## config.mk

```make
export PLATFORM = sky130hd
export DESIGN_NAME = pwm_shadow_dirty_range_flush
export DESIGN_NICKNAME = d
export VERILOG_FILES = /design/src/rtl/core/spdr_pkg.sv /design/src/rtl/core/spdr_ram.sv /design/src/rtl/core/spdr_scan.sv /design/src/rtl/core/pwm_shadow_dirty_range_flush.sv
export SDC_FILE = /design/constraint.sdc
export NUM_CORES = 1
export LEC_CHECK = 0
export ABC_CLOCK_PERIOD_IN_PS = 4600
export BUFFER_PORTS_ARGS = -buffer_cell sky130_fd_sc_hd__buf_2
export CAP_MARGIN = 20
export CORE_MARGIN = 10
export CORE_UTILIZATION = 55
export DETAILED_ROUTE_END_ITERATION = 6
export PLACE_DENSITY = 0.72
export REMOVE_ABC_BUFFERS = 1
export SYNTH_ARGS = -nofsm -noshare
export SYNTH_HDL_FRONTEND = slang
export SYNTH_SLANG_ARGS = --single-unit
```

## constraint.sdc

```tcl
create_clock -name clk -period 4.6 [get_ports clk]
set_input_delay 0.46 -clock clk [delete_from_list [all_inputs] [get_ports clk]]
set_output_delay 0.46 -clock clk [all_outputs]
set_load 0.1 [all_outputs]
```

## src/rtl/core/spdr_pkg.sv

```systemverilog
// shared types and constants for the pwm shadow store with dirty-range flush
// no dependencies
`timescale 1ns / 1ps

package spdr_pkg;

	localparam int PORT_W  = 4;
	localparam int LEVEL_W = 8;
	localparam int BASE_W  = 5;
	localparam int CFG_W   = 8;

	localparam logic [BASE_W-1:0]  BASE_RST     = 5'd2;
	localparam logic [LEVEL_W-1:0] AUTO_INC_RST = 8'd160;

	// configuration register indexes
	localparam logic REG_PWM_BASE = 1'b0;
	localparam logic REG_AUTO_INC = 1'b1;

	// request codes
	localparam logic [1:0] REQ_SET   = 2'd0;
	localparam logic [1:0] REQ_READ  = 2'd1;
	localparam logic [1:0] REQ_FLUSH = 2'd2;
	localparam logic [1:0] REQ_RSVD  = 2'd3;

	typedef enum logic [1:0] {
		KIND_READ  = 2'd0,
		KIND_BURST = 2'd1,
		KIND_IDLE  = 2'd2
	} kind_t;

	typedef enum logic [2:0] {
		ST_IDLE,
		ST_SET,
		ST_READ,
		ST_CMD,
		ST_DATA
	} state_t;

	typedef struct packed {
		logic              set_en;
		logic [PORT_W-1:0] idx;
		logic              mark;
		logic              clear;
	} dirty_upd_t;

	typedef struct packed {
		logic              any;
		logic [PORT_W-1:0] first_idx;
		logic [PORT_W-1:0] last_idx;
	} scan_res_t;

endpackage

```

## src/rtl/core/spdr_ram.sv

```systemverilog
// synchronous level memory, one write and one read port, registered read
// entries never written read as zero; depends on nothing
`timescale 1ns / 1ps

module spdr_ram #(
	parameter int DEPTH = 16,
	parameter int WIDTH = 8
) (
	input  logic                     clk,
	input  logic                     arst_n,
	input  logic                     we,
	input  logic [$clog2(DEPTH)-1:0] waddr,
	input  logic [WIDTH-1:0]         wdata,
	input  logic                     re,
	input  logic [$clog2(DEPTH)-1:0] raddr,
	output logic [WIDTH-1:0]         rdata
);

	logic [WIDTH-1:0] mem [DEPTH];
	logic [DEPTH-1:0] vld_q;
	logic [WIDTH-1:0] rdata_s1;
	logic             rvld_s1;

	always_ff @(posedge clk) begin
		if (we) begin
			mem[waddr] <= wdata;
		end
		if (re) begin
			rdata_s1 <= mem[raddr];
		end
	end

	always_ff @(posedge clk or negedge arst_n) begin
		if (!arst_n) begin
			vld_q   <= '0;
			rvld_s1 <= 1'b0;
		end else begin
			if (we) begin
				vld_q[waddr] <= 1'b1;
			end
			if (re) begin
				rvld_s1 <= vld_q[raddr];
			end
		end
	end

	assign rdata = rvld_s1 ? rdata_s1 : '0;

endmodule

```

## src/rtl/core/spdr_scan.sv

```systemverilog
// dirty mask register with first and last dirty port encoder
// depends on spdr_pkg
`timescale 1ns / 1ps

module spdr_scan #(
	parameter int NUM_PORTS = 16
) (
	input  logic                clk,
	input  logic                arst_n,
	input  spdr_pkg::dirty_upd_t upd,
	output spdr_pkg::scan_res_t  res
);

	import spdr_pkg::*;

	localparam int AW = $clog2(NUM_PORTS);

	logic [NUM_PORTS-1:0] mask_q;

	always_ff @(posedge clk or negedge arst_n) begin
		if (!arst_n) begin
			mask_q <= '0;
		end else if (upd.clear) begin
			mask_q <= '0;
		end else if (upd.set_en) begin
			mask_q[upd.idx[AW-1:0]] <= upd.mark;
		end
	end

	always_comb begin
		res = '0;
		for (int i = NUM_PORTS - 1; i >= 0; i--) begin
			if (mask_q[i]) begin
				res.first_idx = PORT_W'(i);
			end
		end
		for (int i = 0; i < NUM_PORTS; i++) begin
			if (mask_q[i]) begin
				res.last_idx = PORT_W'(i);
			end
		end
		res.any = |mask_q;
	end

endmodule

```

## src/rtl/core/pwm_shadow_dirty_range_flush.sv

```systemverilog
// top level: request sequencer, staged and sent level memories, output register
// depends on spdr_pkg, spdr_ram, spdr_scan
`timescale 1ns / 1ps

// Shadow store for PWM levels. One request is worked at a time. A set goes
// through ST_SET (the sent copy is read back to decide the dirty mark), a read
// waits in ST_READ through any output stall, and a flush goes through ST_CMD
// and then, if a port is dirty, ST_DATA per burst level, first..last dirty
// port, since every byte of the burst is fetched through the single read
// port of the staged level memory. The output register frees the input side:
// the next request is taken while the last result still waits to be taken.

module pwm_shadow_dirty_range_flush #(
	parameter int NUM_PORTS = 16
) (
	input  logic       clk,
	input  logic       arst_n,
	input  logic       cfg_we,
	input  logic       cfg_idx,
	input  logic [7:0] cfg_data,
	input  logic       in_valid,
	output logic       in_stall,
	input  logic [1:0] req_type,
	input  logic [3:0] port,
	input  logic [7:0] new_level,
	output logic       out_valid,
	input  logic       out_stall,
	output logic [1:0] kind,
	output logic [7:0] data,
	output logic       last
);

	import spdr_pkg::*;

	localparam int AW = $clog2(NUM_PORTS);

	state_t              state_q, state_d;
	logic [BASE_W-1:0]   base_q;
	logic [LEVEL_W-1:0]  auto_inc_q;
	logic [PORT_W-1:0]   port_q, ptr_q, ptr_d;
	logic [LEVEL_W-1:0]  level_q;
	logic                zero_q, zero_d;
	logic                out_valid_q;
	kind_t               kind_q, ld_kind;
	logic [LEVEL_W-1:0]  data_q, ld_data;
	logic                last_q, ld_last;
	logic                load, out_free, in_acc, port_ok;
	logic                stg_we, stg_re, snt_we, snt_re;
	logic [AW-1:0]       stg_raddr;
	logic [LEVEL_W-1:0]  stg_rdata, snt_rdata;
	dirty_upd_t          upd;
	scan_res_t           scan;

	assign out_free = !out_valid_q || !out_stall;
	assign in_stall = (state_q != ST_IDLE);
	assign in_acc   = in_valid && !in_stall;
	assign port_ok  = ({1'b0, port} < 5'(NUM_PORTS));

	spdr_ram #(.DEPTH(NUM_PORTS), .WIDTH(LEVEL_W)) u_staged (
		.clk   (clk),
		.arst_n(arst_n),
		.we    (stg_we),
		.waddr (port[AW-1:0]),
		.wdata (new_level),
		.re    (stg_re),
		.raddr (stg_raddr),
		.rdata (stg_rdata)
	);

	spdr_ram #(.DEPTH(NUM_PORTS), .WIDTH(LEVEL_W)) u_sent (
		.clk   (clk),
		.arst_n(arst_n),
		.we    (snt_we),
		.waddr (ptr_q[AW-1:0]),
		.wdata (stg_rdata),
		.re    (snt_re),
		.raddr (port[AW-1:0]),
		.rdata (snt_rdata)
	);

	spdr_scan #(.NUM_PORTS(NUM_PORTS)) u_scan (
		.clk   (clk),
		.arst_n(arst_n),
		.upd   (upd),
		.res   (scan)
	);

	always_ff @(posedge clk or negedge arst_n) begin
		if (!arst_n) begin
			state_q <= ST_IDLE;
		end else begin
			state_q <= state_d;
		end
	end

	always_comb begin
		state_d   = state_q;
		ptr_d     = ptr_q;
		zero_d    = zero_q;
		load      = 1'b0;
		ld_kind   = KIND_READ;
		ld_data   = '0;
		ld_last   = 1'b1;
		stg_we    = 1'b0;
		stg_re    = 1'b0;
		stg_raddr = port[AW-1:0];
		snt_we    = 1'b0;
		snt_re    = 1'b0;
		upd       = '0;
		case (state_q)
			ST_IDLE: begin
				if (in_acc) begin
					case (req_type)
						REQ_SET: begin
							if (port_ok) begin
								stg_we  = 1'b1;
								snt_re  = 1'b1;
								state_d = ST_SET;
							end
						end
						REQ_READ: begin
							stg_re  = 1'b1;
							zero_d  = !port_ok;
							state_d = ST_READ;
						end
						REQ_FLUSH: begin
							state_d = ST_CMD;
						end
						default: begin
							state_d = ST_IDLE;
						end
					endcase
				end
			end
			ST_SET: begin
				upd.set_en = 1'b1;
				upd.idx    = port_q;
				upd.mark   = (level_q != snt_rdata);
				state_d    = ST_IDLE;
			end
			ST_READ: begin
				if (out_free) begin
					load    = 1'b1;
					ld_kind = KIND_READ;
					ld_data = zero_q ? '0 : stg_rdata;
					state_d = ST_IDLE;
				end
			end
			ST_CMD: begin
				if (out_free) begin
					load = 1'b1;
					if (!scan.any) begin
						ld_kind = KIND_IDLE;
						state_d = ST_IDLE;
					end else begin
						ld_kind   = KIND_BURST;
						ld_data   = auto_inc_q |
							LEVEL_W'({1'b0, base_q} + {2'b00, scan.first_idx});
						ld_last   = 1'b0;
						stg_re    = 1'b1;
						stg_raddr = scan.first_idx[AW-1:0];
						ptr_d     = scan.first_idx;
						state_d   = ST_DATA;
					end
				end
			end
			ST_DATA: begin
				if (out_free) begin
					load    = 1'b1;
					ld_kind = KIND_BURST;
					ld_data = stg_rdata;
					ld_last = (ptr_q == scan.last_idx);
					snt_we  = 1'b1;
					if (ptr_q == scan.last_idx) begin
						upd.clear = 1'b1;
						state_d   = ST_IDLE;
					end else begin
						stg_re    = 1'b1;
						ptr_d     = ptr_q + 4'd1;
						stg_raddr = ptr_d[AW-1:0];
					end
				end
			end
			default: begin
				state_d = ST_IDLE;
			end
		endcase
	end

	always_ff @(posedge clk or negedge arst_n) begin
		if (!arst_n) begin
			base_q      <= BASE_RST;
			auto_inc_q  <= AUTO_INC_RST;
			out_valid_q <= 1'b0;
		end else begin
			if (cfg_we) begin
				case (cfg_idx)
					REG_PWM_BASE: base_q     <= cfg_data[BASE_W-1:0];
					REG_AUTO_INC: auto_inc_q <= cfg_data;
					default: begin
					end
				endcase
			end
			if (load) begin
				out_valid_q <= 1'b1;
			end else if (!out_stall) begin
				out_valid_q <= 1'b0;
			end
		end
	end

	always_ff @(posedge clk) begin
		if (in_acc) begin
			port_q  <= port;
			level_q <= new_level;
		end
		ptr_q  <= ptr_d;
		zero_q <= zero_d;
		if (load) begin
			kind_q <= ld_kind;
			data_q <= ld_data;
			last_q <= ld_last;
		end
	end

	assign out_valid = out_valid_q;
	assign kind      = kind_q;
	assign data      = data_q;
	assign last      = last_q;

	a_data_needs_dirty: assert property (@(posedge clk) disable iff (!arst_n)
		state_q == ST_DATA |-> scan.any)
		else $error("burst data phase with empty dirty mask");

	a_ptr_in_range: assert property (@(posedge clk) disable iff (!arst_n)
		state_q == ST_DATA |-> (ptr_q >= scan.first_idx) && (ptr_q <= scan.last_idx))
		else $error("burst pointer outside dirty range");

	a_flush_end_clears: assert property (@(posedge clk) disable iff (!arst_n)
		state_q == ST_DATA && out_free && ptr_q == scan.last_idx
		|=> !scan.any && state_q == ST_IDLE && out_valid_q && last_q)
		else $error("flush end did not clear dirty mask");

	a_idle_result_single: assert property (@(posedge clk) disable iff (!arst_n)
		state_q == ST_CMD && out_free && !scan.any
		|=> out_valid_q && kind_q == KIND_IDLE && last_q && data_q == '0)
		else $error("no-work result malformed");

endmodule
```

==> results.sh <==
export IMPL_seq_area_frac_synth=0.693
export IMPL_die_x_um=187
export IMPL_cts_buffer_depth=3
export IMPL_worstSetupStartpointType="flop"
export IMPL_p_sw_uw=2450
export IMPL_area_delta_synth_final_pct=12.1
export IMPL_syn_inst=1005
export IMPL_clk_pin_slew_ns=0.06
export IMPL_drt_initial_drc_count=929
export IMPL_path_class="reg2reg"
export IMPL_setup_worst_path_end_class="flop"
export IMPL_grt_pass1_wl_mm=51.4
export IMPL_dieHeight_um=187
export IMPL_synthDistinctLibCells=63
export IMPL_place_area_sq_um=16000
export IMPL_ant_nets=0
export IMPL_antenna_found_initial=0
export IMPL_yosysWarnings=0
export IMPL_required_ns=4.87
export IMPL_power_density_nw_per_um2=498
export IMPL_rsz0062_at_grt="no"
export IMPL_fillers=2011
export IMPL_worst_ep_arrival_time_ns=3.89
export IMPL_synth_mux_area_frac=0.118
export IMPL_first_global_vias=8789
export IMPL_final_nets=1106
export IMPL_num_antenna_cells=0
export IMPL_rrSetupSlack_ns=0.98
export IMPL_max_freq_mhz=276
export IMPL_combinationalPowerShare=0.175
export IMPL_min_path_type="in2async"
export IMPL_synth_area_sq_um=15400
export IMPL_synth_compound_area_share=0.0687
export IMPL_stdcell_area_sq_um=17200
export IMPL_seqPwrFrac=0.493
export IMPL_finalPower_uw=8590
export IMPL_cts_tree="yes"
export IMPL_place_gp_congestion=0.884
export IMPL_synth_top_area_share=0.584
export IMPL_synthXorXnorAreaFrac=0.00683
export IMPL_cts_resized=0
export IMPL_status="completed"
export IMPL_cp_slowest_cell="dfrtp_1"
export IMPL_dieArea_sq_um=35100
export IMPL_maxSlewHeadroom=0.300
export IMPL_dr_pass1_iters=5
export IMPL_timing_final_crit_share=0.787
export IMPL_synth_area_top_cells="edfxtp_1 58%, dfrtp_1 10%, mux4_2 6.6%"
export IMPL_intPower_uw=6140
export IMPL_peakVddDrop_mv=0.457
export IMPL_path_max_fanout=66
export IMPL_path_depth=11
export IMPL_p_leak_uw=0.00625
export IMPL_htreeDepth=2
export IMPL_yosys_top_cells_count="299 x edfxtp_1, 91 x nand2_1, 69 x nor2_1"
export IMPL_cap_violations=0
export IMPL_synthArstFlopShare=0.183
export IMPL_reg2reg_from="u_scan.mask_q[13]"
export IMPL_numPortBuffers=40
export IMPL_synth_edf_count=299
export IMPL_synth_seq_cells=366
export IMPL_drt_total_wl_mm=32.9
export IMPL_setup_slack_ns=0.980
export IMPL_grt_usage=0.185
export IMPL_synth_simple_area_share=0.0879
export IMPL_r2r_cells=11
export IMPL_gr_total_overflow=0
export IMPL_finClkSkew_ns=0.0241
export IMPL_via_per_inst=5.96
export IMPL_hold_viol_final=0
export IMPL_num_io_pins=41
export IMPL_critPathBufInv=1
export IMPL_synth_top_family_by_area="multiplexers"
export IMPL_finalWorstPathRequiredPeriod_ns=3.62
export IMPL_wl_per_cell_um=22.3
export IMPL_critical_path_top_delay_family="compound AO/OA/AOI/OAI gates"
export IMPL_syn_area_per_cell_sq_um=15.3
export IMPL_pre_cts_slack_ns=1.03
export IMPL_clockRootBuffer="clkbuf_16"
export IMPL_whs_ns=0.0168
export IMPL_layout_drive_gt1_share=0.219
export IMPL_cts_setup_buffers=0
export IMPL_synth_most_common_cell="edfxtp_1"
export IMPL_worstPathCellList="nor4_4 > nand2_1 > o31ai_2 > o22a_2 > a211oi_1 > a311oi_4 > buf_12 > mux2i_1 > mux2_2 > o22ai_1 > a221o_1"
export IMPL_critPathLaunch="u_scan.mask_q[13]"
export IMPL_clkLatencyLatePin_ns=0.53
export IMPL_core_sq_um=27700
export IMPL_maxSlewViolCount=0
export IMPL_row_count=61
export IMPL_cts_hold_buf=0
export IMPL_tightest_slew_ns=1.05
export IMPL_dp_cells=1402
export IMPL_synth_adder_area_share=0.00814
export IMPL_clock_sinks=366
export IMPL_yosys_most_used_dff="edfxtp_1"
export IMPL_p_sw_frac=0.285
export IMPL_start_util=0.555
export IMPL_detailed_place_hpwl_mm=21.0
export IMPL_setup_viol=0
export IMPL_clkPwrFrac=0.332
export IMPL_fin_cells=1475
export IMPL_reg2reg_to="u_staged.rdata_s1[4]"
export IMPL_numCtsBuffers=37
export IMPL_routed_via_count=8795
export IMPL_grt_max_degree=67
export IMPL_drc_errors=0
export IMPL_synth_top_area_cell="edfxtp_1"
export IMPL_endpoint="u_staged.rdata_s1[4]"
export IMPL_crit_path_max_incr_delay_ns=0.45
-- state kept, by name, indices dropped and copies added, names as in the netlist, 2 cells and up --
name / flops
port_q: 4
kind: 2
level_q: 8
base_q: 5
u_staged.mem: 128
u_sent.vld_q: 16
auto_inc_q: 8
ptr_q: 4
u_staged.rdata_s1: 8
u_staged.vld_q: 16
state_q: 3
u_sent.mem: 128
u_sent.rdata_s1: 8
data: 8
u_scan.mask_q: 16
-- cell usage in the layout, fill, tap and decap left out, types with 6 or more instances in the layout --
cell type,count
a21oi_1,55
a221o_1,9
a22oi_1,21
and2_1,13
buf_2,42
buf_4,26
clkbuf_1,13
clkbuf_16,38
clkinv_2,8
dfrtp_1,64
edfxtp_1,299
ha_1,10
inv_1,12
mux2_2,26
mux2i_1,45
mux4_2,45
nand2_1,91
nand2b_1,9
nand3_1,22
nand4_1,6
nor2_1,69
nor3_1,15
o21ai_0,15
o22ai_1,12
o2bb2ai_1,6
o31ai_1,8
or2_2,32
xnor2_1,8
-- worst min path at each step --
stage	to	slack, ns	cells past startpoint
2_1_floorplan	auto_inc_q[0]	0.16	0
3_3_place_gp	u_sent.vld_q[11]	0.45	1
3_5_place_dp	u_sent.vld_q[14]	0.45	1
4_1_cts	u_scan.mask_q[8]	0.03	1
5_1_grt	u_scan.mask_q[8]	0.06	1
6_report	u_scan.mask_q[9]	0.02	1
-- final cells by class --
cell class	instances	area, sq um	share of cell area
Clock buffer	53	1030	0.0596
Clock inverter	15	129	0.00748
Inverter	13	48.8	0.00283
Multi-Input combinational cell	580	4470	0.259
Sequential cell	366	10700	0.618
Tap cell	378	473	0.0274
Timing Repair Buffer	70	437	0.0253
-- power by group through the flow --
stage          Clock [uW]  Sequential, uW  Combinational, uW
4_1_cts              2900            4230               1510
6_report             2850            4240               1500
5_1_grt              3030            4270               1630
2_1_floorplan           0            4410                888
3_3_place_gp            0            4280               1460
3_5_place_dp            0            4290               1500
-- logic make-up (layout without fill, tap and decap cells) --
group           after synthesis  in the layout
mux                         121            121
flops                       366            366
fa+ha+maj                    10             10
compound gates              155            155
xor+xnor                     12             12
buf+inv                      59            151
simple gates                282            282
-- per-stage QoR --
| stage | setup TNS (ns) | util |
|---|---|---|
| after global routing | 0 | 0.622 |
| final | 0 | 0.622 |
| after CTS | 0 | 0.621 |
| after global placement | 0 | 0.579 |
| after floorplan | -9.66 | - |
| after detailed placement | 0 | 0.579 |
-- metal layers --
metal | global-route usage | part of all wire | vias to the layer above
li1 | - | - | 3989
met1 | 0.256 | 0.44 | 4463
met2 | 0.297 | 0.48 | 300
met3 | 0.0377 | 0.066 | 43
met4 | 0.0450 | 0.015 | 0
met5 | 0 | 0 | -
Note: power is estimated with default switching activity, not from simulation.
